===== src/sv/mbe_pkg.sv =====
package mbe_pkg;

  localparam int MAX_DIM   = 4096;
  localparam int FRAC_BITS = 28;
  localparam int ITER_BITS = 16;
  localparam int INT_BITS  = 4;

  localparam int COORD_W = $clog2(MAX_DIM);
  localparam int DIM_W   = 13;
  localparam int DIV_W   = 16;
  localparam int Q_W     = FRAC_BITS + INT_BITS;
  localparam int P_W     = 2 * Q_W;
  localparam int X_W     = P_W - FRAC_BITS;
  localparam int S_W     = X_W + 1;
  localparam int CNT_W   = $clog2(Q_W);

  localparam logic [DIM_W-1:0]     RST_IMAGE_WIDTH    = DIM_W'(640);
  localparam logic [DIM_W-1:0]     RST_IMAGE_HEIGHT   = DIM_W'(480);
  localparam logic [ITER_BITS-1:0] RST_MAX_ITERATIONS = ITER_BITS'(256);

  localparam logic [1:0] REG_IMAGE_WIDTH    = 2'd0;
  localparam logic [1:0] REG_IMAGE_HEIGHT   = 2'd1;
  localparam logic [1:0] REG_MAX_ITERATIONS = 2'd2;

  localparam logic [Q_W-1:0] Q_MAX = {1'b0, {(Q_W-1){1'b1}}};
  localparam logic [Q_W-1:0] Q_MIN = {1'b1, {(Q_W-1){1'b0}}};

  typedef enum logic [2:0] {
    ST_IDLE,
    ST_RE_START,
    ST_RE_WAIT,
    ST_IM_START,
    ST_IM_WAIT,
    ST_MUL,
    ST_ADD,
    ST_DONE
  } state_t;

  typedef struct packed {
    logic load_in;
    logic div_start;
    logic div_sel_im;
    logic store_re;
    logic store_im;
    logic iter_mul;
    logic iter_add;
    logic load_out;
  } dp_cmd_t;

  typedef struct packed {
    logic div_done;
    logic limit_zero;
    logic iter_stop;
    logic out_free;
  } dp_status_t;

  function automatic logic [Q_W-1:0] sat_q(input logic signed [S_W-1:0] v);
    logic signed [S_W-1:0] hi;
    logic signed [S_W-1:0] lo;
    hi = {{(S_W-Q_W+1){1'b0}}, {(Q_W-1){1'b1}}};
    lo = {{(S_W-Q_W+1){1'b1}}, {(Q_W-1){1'b0}}};
    if (v > hi) begin
      return Q_MAX;
    end else if (v < lo) begin
      return Q_MIN;
    end
    return v[Q_W-1:0];
  endfunction

endpackage


===== src/sv/mbe_ctrl.sv =====
module mbe_ctrl import mbe_pkg::*; (
  input  logic       clk,
  input  logic       rst,
  input  logic       in_valid,
  output logic       in_ready,
  input  dp_status_t status,
  output dp_cmd_t    cmd
);

  state_t state;
  state_t state_next;

  always_ff @(posedge clk) begin
    if (rst) begin
      state <= ST_IDLE;
    end else begin
      state <= state_next;
    end
  end

  always_comb begin
    state_next = state;
    case (state)
      ST_IDLE: begin
        if (in_valid) state_next = ST_RE_START;
      end
      ST_RE_START: state_next = ST_RE_WAIT;
      ST_RE_WAIT: begin
        if (status.div_done) state_next = ST_IM_START;
      end
      ST_IM_START: state_next = ST_IM_WAIT;
      ST_IM_WAIT: begin
        if (status.div_done) state_next = status.limit_zero ? ST_DONE : ST_MUL;
      end
      ST_MUL: state_next = ST_ADD;
      ST_ADD: state_next = status.iter_stop ? ST_DONE : ST_MUL;
      ST_DONE: begin
        if (status.out_free) state_next = ST_IDLE;
      end
      default: state_next = ST_IDLE;
    endcase
  end

  always_comb begin
    cmd      = '0;
    in_ready = 1'b0;
    case (state)
      ST_IDLE: begin
        in_ready    = 1'b1;
        cmd.load_in = in_valid;
      end
      ST_RE_START: cmd.div_start = 1'b1;
      ST_RE_WAIT: cmd.store_re = status.div_done;
      ST_IM_START: begin
        cmd.div_start  = 1'b1;
        cmd.div_sel_im = 1'b1;
      end
      ST_IM_WAIT: begin
        cmd.div_sel_im = 1'b1;
        cmd.store_im   = status.div_done;
      end
      ST_MUL: cmd.iter_mul = 1'b1;
      ST_ADD: cmd.iter_add = 1'b1;
      ST_DONE: cmd.load_out = status.out_free;
      default: cmd = '0;
    endcase
  end

endmodule


===== config.mk =====
export PLATFORM = sky130hd
export DESIGN_NAME = mbe_ctrl
export DESIGN_NICKNAME = d
export VERILOG_FILES = /design/src/sv/mbe_pkg.sv /design/src/sv/mbe_ctrl.sv
export SDC_FILE = /design/constraint.sdc
export NUM_CORES = 1
export LEC_CHECK = 0
export BUFFER_PORTS_ARGS = -buffer_cell sky130_fd_sc_hd__buf_2
export CAP_MARGIN = 20
export CORE_AREA = 4 4 41 43
export CTS_BUF_LIST = sky130_fd_sc_hd__clkbuf_2 sky130_fd_sc_hd__clkbuf_4 sky130_fd_sc_hd__clkbuf_8
export CTS_CLUSTER_DIAMETER = 120
export CTS_CLUSTER_SIZE = 16
export DETAILED_ROUTE_END_ITERATION = 6
export DIE_AREA = 0 0 45 47
export PLACE_DENSITY = 0.51
export SYNTH_ARGS = -nofsm -noshare
export SYNTH_HDL_FRONTEND = slang
export SYNTH_SLANG_ARGS = --single-unit

===== constraint.sdc =====
create_clock -name clk -period 1.05 [get_ports clk]
set_clock_uncertainty 0.05 [all_clocks]
set_input_delay 0.105 -clock clk [delete_from_list [all_inputs] [get_ports clk]]
set_output_delay 0.105 -clock clk [all_outputs]
set_load 0.01 [all_outputs]

==> results of run 1 <==
kinds of logic after synthesis:
kind of cell	count (synthesis)
AO/OA/AOI/OAI	10
buffers and inverters	3
flip-flops	3
multiplexers	1
AND/OR/NAND/NOR	21
final timing paths:
check	startpoint	endpoint	slack, ns	cells past startpoint
setup reg to reg	state[2]	state[1]	-0.22	4
hold / removal	status[0]	state[0]	0.03	2
setup / recovery	state[2]	state[1]	-0.22	4
hold reg to reg	state[2]	state[0]	0.52	2
layout by cell type, fill, tap and decap left out, types with 2 or more instances in the layout:
| cell type | Yosys | layout |
|---|---|---|
| nor2_1 | 5 | 2 |
| buf_2 | 0 | 13 |
| clkbuf_4 | 0 | 4 |
| buf_6 | 1 | 7 |
| nand2_1 | 6 | 4 |
| nor2_2 | 0 | 3 |
| dfxtp_4 | 0 | 3 |
| buf_4 | 2 | 9 |
| nand2_2 | 0 | 2 |
| nand3b_1 | 2 | 2 |
layer usage:
metal / up-vias / GRT usage
li1: 200 / -
met1: 186 / 0.116
met2: 10 / 0.167
met3: 0 / 0.0115
met4: 0 / 0.0702
met5: - / 0
worst max-delay path: stages (launching register included):
cell	delay, ns
dfxtp_4	0.36
buf_6	0.14
nor2b_2	0.14
o21a_1	0.17
o41ai_2	0.31
per-stage QoR:
stage               setup TNS [ns]   util  hold slack [ns]
finish                       -1.42  0.443           0.0316
global route                 -1.98  0.443           0.0314
CTS                          -1.35  0.420           0.0239
detailed placement          -0.947  0.324            0.279
global placement             -1.03  0.324            0.277
floorplan                 -0.00540      -            0.127
power breakdown:
group	total, mW	leakage (nW)	switching, mW	internal [mW]
sequential	0.157	0.0267	0.0284	0.129
combinational	0.301	0.225	0.124	0.177
clock	0.222	0.0184	0.0546	0.168
total	0.680	0.270	0.207	0.473
layout make-up:
| class | instances | area, um2 |
|---|---|---|
| Clock buffer | 4 | 30.0 |
| Tap cell | 15 | 18.8 |
| Sequential cell | 3 | 71.3 |
| Multi-Input combinational cell | 32 | 245 |
| Timing Repair Buffer | 29 | 211 |
| Fill cell | 142 | 724 |
repair_timing:
item                                    in CTS  in global routing
hold endpoints to repair                     0                  0
gates resized for setup                     13                  7
endpoints found under the setup margin      12                 12
pin swaps                                    5                  2
setup buffers                                7                  1
==> run metrics, run 1 <==
status=finished with violations; violated checks=negative setup slack; antenna-violating nets left=0; HPWL after DPL=569 um; Synth Area in Compound Gates=0.285; Layout Area Growth over Synthesis=96.2%; multiplexer area fraction after synthesis=0.0340; DR WL met2=516 um; die height=47 um; H-tree lvl count=1; WL final=976 um; Initial Utilization=0.226; Synth Register Bits=3; largest register by flop count=state; Setup WS post-layout=-0.225 ns; Synth top cells by count=6 x nand2_1, 5 x nor2_1, 3 x dfxtp_1, 3 x nor3_1; Max-Cap Viols=0; Met3 Wirelength=47 um; Worst IR Drop VDD=582 uV; Cell Count Post-Placement=71; n_diodes=0; chip width=45 um; full die area=0.00212 mm2; synth top area cells=dfxtp_1 20%, nand2_1 7.7%, nor2_1 6.4%; DRC violations left=0; crit path kind=reg -> reg; IO Pins=16; count of final max-slew check failures=0; share of layout cells above drive strength 1=0.735; Initial DRC Count=5; CTS Root Cell=clkbuf_4; CTS sink cnt=3; XOR/XNOR Fraction of Synth Area=0; Num CTS Buffers=3; mapped cell area=294 um2; final worst-path cycle share=1.21; net count after synthesis=45; top-area cell type share of the netlist area=0.204; Hold Fails Final Rpt=0; core area=0.00130 mm2; Max Used Layer=met3; placed cell area=422 um2; top flop regs=state: 3 flops; vias in the first global route=368; routability-driven placement congestion ratio=0.740; largest net degree at the start of global routing=9; Setup crit start kind=register; CTS Hold Buffers Added=0; Rows=13; clk slew on worst S/H paths=0.03 ns; Hold Path Class=in -> reg; P_leak=0.270 nW; average wire per standard cell=11.8 um; power per cell area=1180 mW/mm2; yosys warns=0; area leader, netlist=dfxtp_1; simple-gate portion of the synthesized area=0.387; vias per inst=4.77; Syn Area/Cell=7.74 um2; max_slew headroom=0.830; max reg flops=3; final instance area=577 um2; global-route usage over all layers=0.0987; final setup vio count=11; Power Total=0.680 mW; Most used DFF post-synth=dfxtp_1; asr flop ratio synth=0; pre-CTS setup slack=-0.178 ns; Worst EP required=1.12 ns; register area share after synthesis=0.204; first-pass GRT wire length=1500 um; Worst EP arrival=1.34 ns; Post-Route M1 WL=412 um; Final min period=1.27 ns; RSZ-0062 raised after global routing=true; Max Clk Rate=0.785 GHz; port bufs=15; insertion delay of the later-clocked pin in the worst-skew pair=0.23 ns; largest family of logic cells by synthesized area=simple AND/OR/NAND/NOR gates; Cells after Synth=38; initial antenna violation count=0; Post-synth EDFFs=0; First-pass DRT Iterations=3; Crit. End Element=register; Synth cell types=22; Layout Cells excl Fill=83; worst-margin pin slew=0.253 ns; most common cell in the netlist=nand2_1; Adder-Cell Fraction of Synth Area=0; Max Buffers Root-to-Sink=2; Final #Nets=76; total gr overflow=0; total vias in the final route=396; CTS tree=built; critical path fanouts, max=7
(Power assumes the default switching activity.)
==> run 2: changes to the inputs <==
--- a/config.mk
+++ b/config.mk
@@ -13,7 +13,7 @@
 export CTS_CLUSTER_SIZE = 16
 export DETAILED_ROUTE_END_ITERATION = 6
 export DIE_AREA = 0 0 45 47
-export PLACE_DENSITY = 0.51
+export PLACE_DENSITY = 0.49
 export SYNTH_ARGS = -nofsm -noshare
 export SYNTH_HDL_FRONTEND = slang
 export SYNTH_SLANG_ARGS = --single-unit
==> constraint.sdc (replaced) <==
create_clock -name clk -period 1.6 [get_ports clk]
set_clock_uncertainty 0.05 [all_clocks]
set_input_delay 0.16 -clock clk [delete_from_list [all_inputs] [get_ports clk]]
set_output_delay 0.16 -clock clk [all_outputs]
set_load 0.01 [all_outputs]
==> run metrics, run 2 (same netlist as run 1, synthesis figures left out) <==
status=finished, final reports clean; CTS sink cnt=3 (unchanged); Worst IR Drop VDD=292 uV (-50%); vias in the first global route=263 (-29%); setup repair bufs after CTS=0 (-7); Initial DRC Count=6 (+1); total vias in the final route=317 (-20%); routability-driven placement congestion ratio=0.659 (-11%); final setup vio count=0 (-11); first-pass GRT wire length=1070 um (-29%); WL final=690 um (-29%); reg-to-reg slack, setup=0.42 ns (+0.64 ns); IO Pins=16 (unchanged); Setup crit start kind=register; Num CTS Buffers=3 (unchanged); commonest non-fill, non-tap cell in the layout=buf_2; global-route usage over all layers=0.0742 (-0.0245); die height=47 um (unchanged); hold worst-path end=state[0]; count of final max-slew check failures=0 (unchanged); Final #Nets=62 (-18%); worst-margin pin slew=0.284 ns (+0.0316 ns); HP Start=status[0]; insertion delay of the later-clocked pin in the worst-skew pair=0.23 ns (about the same); Max-Cap Viols=0 (unchanged); Hold WS=0.0908 ns (+0.0592 ns); crit path kind=reg -> out; Worst EP required=1.39 ns (+0.27 ns); average wire per standard cell=10.0 um (-15%); Crit. End Element=output port; critical path fanouts, max=15 (+8); H-tree lvl count=1 (unchanged); n_diodes=0 (unchanged); total gr overflow=0 (unchanged); setup TNS=0 ns (+1.42 ns); P_leak=0.175 nW (-35%); R2R depth=3 (-1); # fillers=154 (+8.5%); max_slew headroom=0.809 (-0.0217); CTS Root Cell=clkbuf_4; RSZ-0062 raised after global routing=false; Hold Path Class=in -> reg; vias per inst=4.59 (-3.7%); initial antenna violation count=0 (unchanged); Layout Area Growth over Synthesis=34.5%; Rows=13 (unchanged); Initial Utilization=0.226 (unchanged); FF-to-FF Start=state[2]; Worst EP arrival=1.23 ns (-0.11 ns); Max Buffers Root-to-Sink=2 (unchanged); full die area=0.00212 mm2 (unchanged); chip width=45 um (unchanged); RR Endpoint=state[1]; First-pass DRT Iterations=4 (+1); Max Clk Rate=0.695 GHz; DRC violations left=0 (unchanged); most frequent cells in the layout=15 x buf_2, 6 x nand2_1, 5 x nor2_1; clk slew on worst S/H paths=0.04 ns (about the same); power per cell area=894 mW/mm2 (-24%); HPWL after DPL=503 um (-12%); largest net degree at the start of global routing=16 (+7); core area=0.00130 mm2 (unchanged); max reg flops=3 (unchanged); largest register by flop count=state; final worst-path cycle share=0.899; CTS tree=built; Setup WS post-layout=0.162 ns (+0.387 ns); hold depth=2 (unchanged); pre-CTS setup slack=0.227 ns (+0.405 ns); share of layout cells above drive strength 1=0.500 (-0.235); antenna-violating nets left=0 (unchanged); Hold Fails Final Rpt=0 (unchanged); top flop regs=state: 3 flops; port bufs=15 (unchanged); Final min period=1.44 ns
==> run 2: where the power goes <==
part           internal, mW  total [mW]  leakage (nW)  switching (mW)
clock                 0.110       0.149        0.0184          0.0391
combinational        0.0490      0.0904         0.131          0.0414
sequential           0.0852       0.114        0.0258          0.0286
==> run 2: layout make-up <==
cell class	count	area, um2	share of cell area
clock buffer	4	30.0	0.0759
sequential	3	63.8	0.161
tap	15	18.8	0.0475
multi-input combinational	32	208	0.525
timing repair buffer	15	75.1	0.190
==> run 2: worst max-delay path: stages, from the launching register on <==
cell and delay (ns):
dfxtp_2 0.47, and2b_2 0.26, nand2_1 0.06, o21ai_0 0.07, buf_2 0.15
==> run 2: worst max-delay path by stage <==
stage / start / to / slack, ns / cells past startpoint
after floorplan: state[2] / cmd[7] / 0.33 / 3
after global placement: state[2] / cmd[5] / 0.25 / 4
after detailed placement: state[2] / cmd[5] / 0.23 / 4
after CTS: state[1] / cmd[0] / 0.06 / 3
after global routing: state[2] / cmd[5] / 0.08 / 4
final: state[2] / cmd[5] / 0.16 / 4
==> run 2: what timing repair did <==
item                                   CTS  global route
gates resized for setup                  1             2
gates cloned                             0             0
endpoints found under the hold margin    0             0
hold buffers                             0             0
setup endpoints to repair                1             2
==> run 2: metrics by stage <==
stage | total power [mW] | instance area (um2) | util | cells
2_1_floorplan | 0.180 | 294 | - | 38
3_3_place_gp | 0.206 | 362 | 0.278 | 65
3_5_place_dp | 0.205 | 362 | 0.278 | 65
4_1_cts | 0.362 | 393 | 0.302 | 69
5_1_grt | 0.382 | 395 | 0.304 | 69
6_report | 0.354 | 395 | 0.304 | 69
==> run 2: per-layer routing <==
layer | track usage | share of wire | vias up
li1 | - | - | 171
met1 | 0.0884 | 0.44 | 135
met2 | 0.105 | 0.47 | 9
met3 | 0.0115 | 0.071 | 2
met4 | 0.0877 | 0.022 | 0
met5 | 0 | 0 | -
==> run 3: changes to the inputs <==
--- a/config.mk
+++ b/config.mk
@@ -14,6 +14,7 @@
 export DETAILED_ROUTE_END_ITERATION = 6
 export DIE_AREA = 0 0 45 47
 export PLACE_DENSITY = 0.49
+export REMOVE_ABC_BUFFERS = 1
 export SYNTH_ARGS = -nofsm -noshare
 export SYNTH_HDL_FRONTEND = slang
 export SYNTH_SLANG_ARGS = --single-unit
==> run metrics, run 3 (same netlist as run 1, synthesis figures left out) <==
Power Total=0.353 mW (about the same); power per cell area=894 mW/mm2 (about the same); core area=0.00130 mm2 (unchanged); # fillers=158 (+2.6%); Post-CTS Resized=1 (unchanged); Rows=13 (unchanged); Layout Cells excl Fill=69 (unchanged); final setup vio count=0 (unchanged); die height=47 um (unchanged); insertion delay of the later-clocked pin in the worst-skew pair=0.23 ns (about the same); final worst-path cycle share=0.901 (+0.00172); most frequent cells in the layout=15 x buf_2, 6 x nand2_1, 5 x nor2_1; initial antenna violation count=0 (unchanged); share of layout cells above drive strength 1=0.500 (unchanged); RSZ-0062 raised after global routing=false; Cell Count Post-Placement=65 (unchanged); critical path fanouts, max=15 (unchanged); Max Clk Rate=0.694 GHz (-0.19%); total gr overflow=0 (unchanged); first-pass GRT wire length=1060 um (-1.3%); Hold Path Class=in -> reg; CTS sink cnt=3 (unchanged); commonest non-fill, non-tap cell in the layout=buf_2; Num CTS Buffers=3 (unchanged); clk slew on worst S/H paths=0.04 ns (about the same); port bufs=15 (unchanged); worst-margin pin slew=0.278 ns (-0.00651 ns); CTS Hold Buffers Added=0 (unchanged); top flop regs=state: 3 flops; Setup crit start kind=register; Layout Area Growth over Synthesis=34.5% (unchanged); Max Buffers Root-to-Sink=2 (unchanged); setup repair bufs after CTS=0 (unchanged); status=finished, final reports clean; Crit. End Element=output port; DRC violations left=0 (unchanged); total vias in the final route=321 (+1.3%); routability-driven placement congestion ratio=0.715 (+8.5%); antenna-violating nets left=0 (unchanged); Final min period=1.44 ns (+0.00274 ns); Initial DRC Count=3 (-3); First-pass DRT Iterations=3 (-1); max reg flops=3 (unchanged); full die area=0.00212 mm2 (unchanged); WL final=725 um (+5.1%); P_leak=0.175 nW (unchanged); vias in the first global route=259 (-1.5%); Worst IR Drop VDD=430 uV (+47%); average wire per standard cell=10.5 um (+5.1%); largest register by flop count=state; CTS tree=built; n_diodes=0 (unchanged); global-route usage over all layers=0.0671 (-0.00710); Final #Nets=62 (unchanged); Initial Utilization=0.226 (unchanged); vias per inst=4.65 (+1.3%); Worst EP required=1.39 ns (about the same); Max-Cap Viols=0 (unchanged); count of final max-slew check failures=0 (unchanged); IO Pins=16 (unchanged); H-tree lvl count=1 (unchanged); CTS Root Cell=clkbuf_4; largest net degree at the start of global routing=16 (unchanged); chip width=45 um (unchanged); Worst EP arrival=1.23 ns (about the same); crit path kind=reg -> out; max_slew headroom=0.813 (+0.00438); setup TNS=0 ns (unchanged); Hold Fails Final Rpt=0 (unchanged)
==> run 3: cell counts in the layout (fill, tap and decap cells not counted) <==
Identical to the previous run, type by type.
==> run 3: layout make-up <==
type / instances / area (um2) / area share
clock buffers: 4 / 30.0 / 0.0759
repair buffers: 15 / 75.1 / 0.190
flip-flops and latches: 3 / 63.8 / 0.161
well taps: 15 / 18.8 / 0.0475
multi-input cells: 32 / 208 / 0.525
==> run 3: final timing paths <==
kind	startpoint	end	slack, ns	cells past startpoint
worst max-delay path	state[2]	cmd[5]	0.16	4
worst min-delay path	status[0]	state[0]	0.09	2
worst max register to register	state[2]	state[1]	0.43	3
worst min register to register	state[1]	state[1]	0.56	2
==> run 3: critical path, cell delays in order, from the launching register on <==
cell and delay (ns):
dfxtp_2 0.48, and2b_2 0.26, nand2_1 0.06, o21ai_0 0.06, buf_2 0.14
==> run 3: power breakdown <==
group / total [mW] / internal [mW] / switching (mW)
Combinational: 0.0903 / 0.0490 / 0.0413
Clock: 0.148 / 0.110 / 0.0380
Sequential: 0.115 / 0.0852 / 0.0296
==> run 3: metal layers <==
| metal | global-route usage | routed length (um) | vias up |
|---|---|---|---|
| met5 | 0 | 0 | - |
| met4 | 0 | 0 | 0 |
| met3 | 0.0383 | 58 | 0 |
| met2 | 0.0989 | 306 | 11 |
| met1 | 0.0907 | 360 | 140 |
| li1 | - | - | 170 |
==> run 3: stage by stage <==
step           utilization  setup slack (ns)  hold WS, ns  cell area [um2]
2_1_floorplan            -             0.375        0.189              268
3_3_place_gp         0.278             0.244        0.340              362
6_report             0.304             0.159       0.0903              395
3_5_place_dp         0.278             0.216        0.338              362
5_1_grt              0.304            0.0917        0.104              395
4_1_cts              0.302            0.0547       0.0914              393
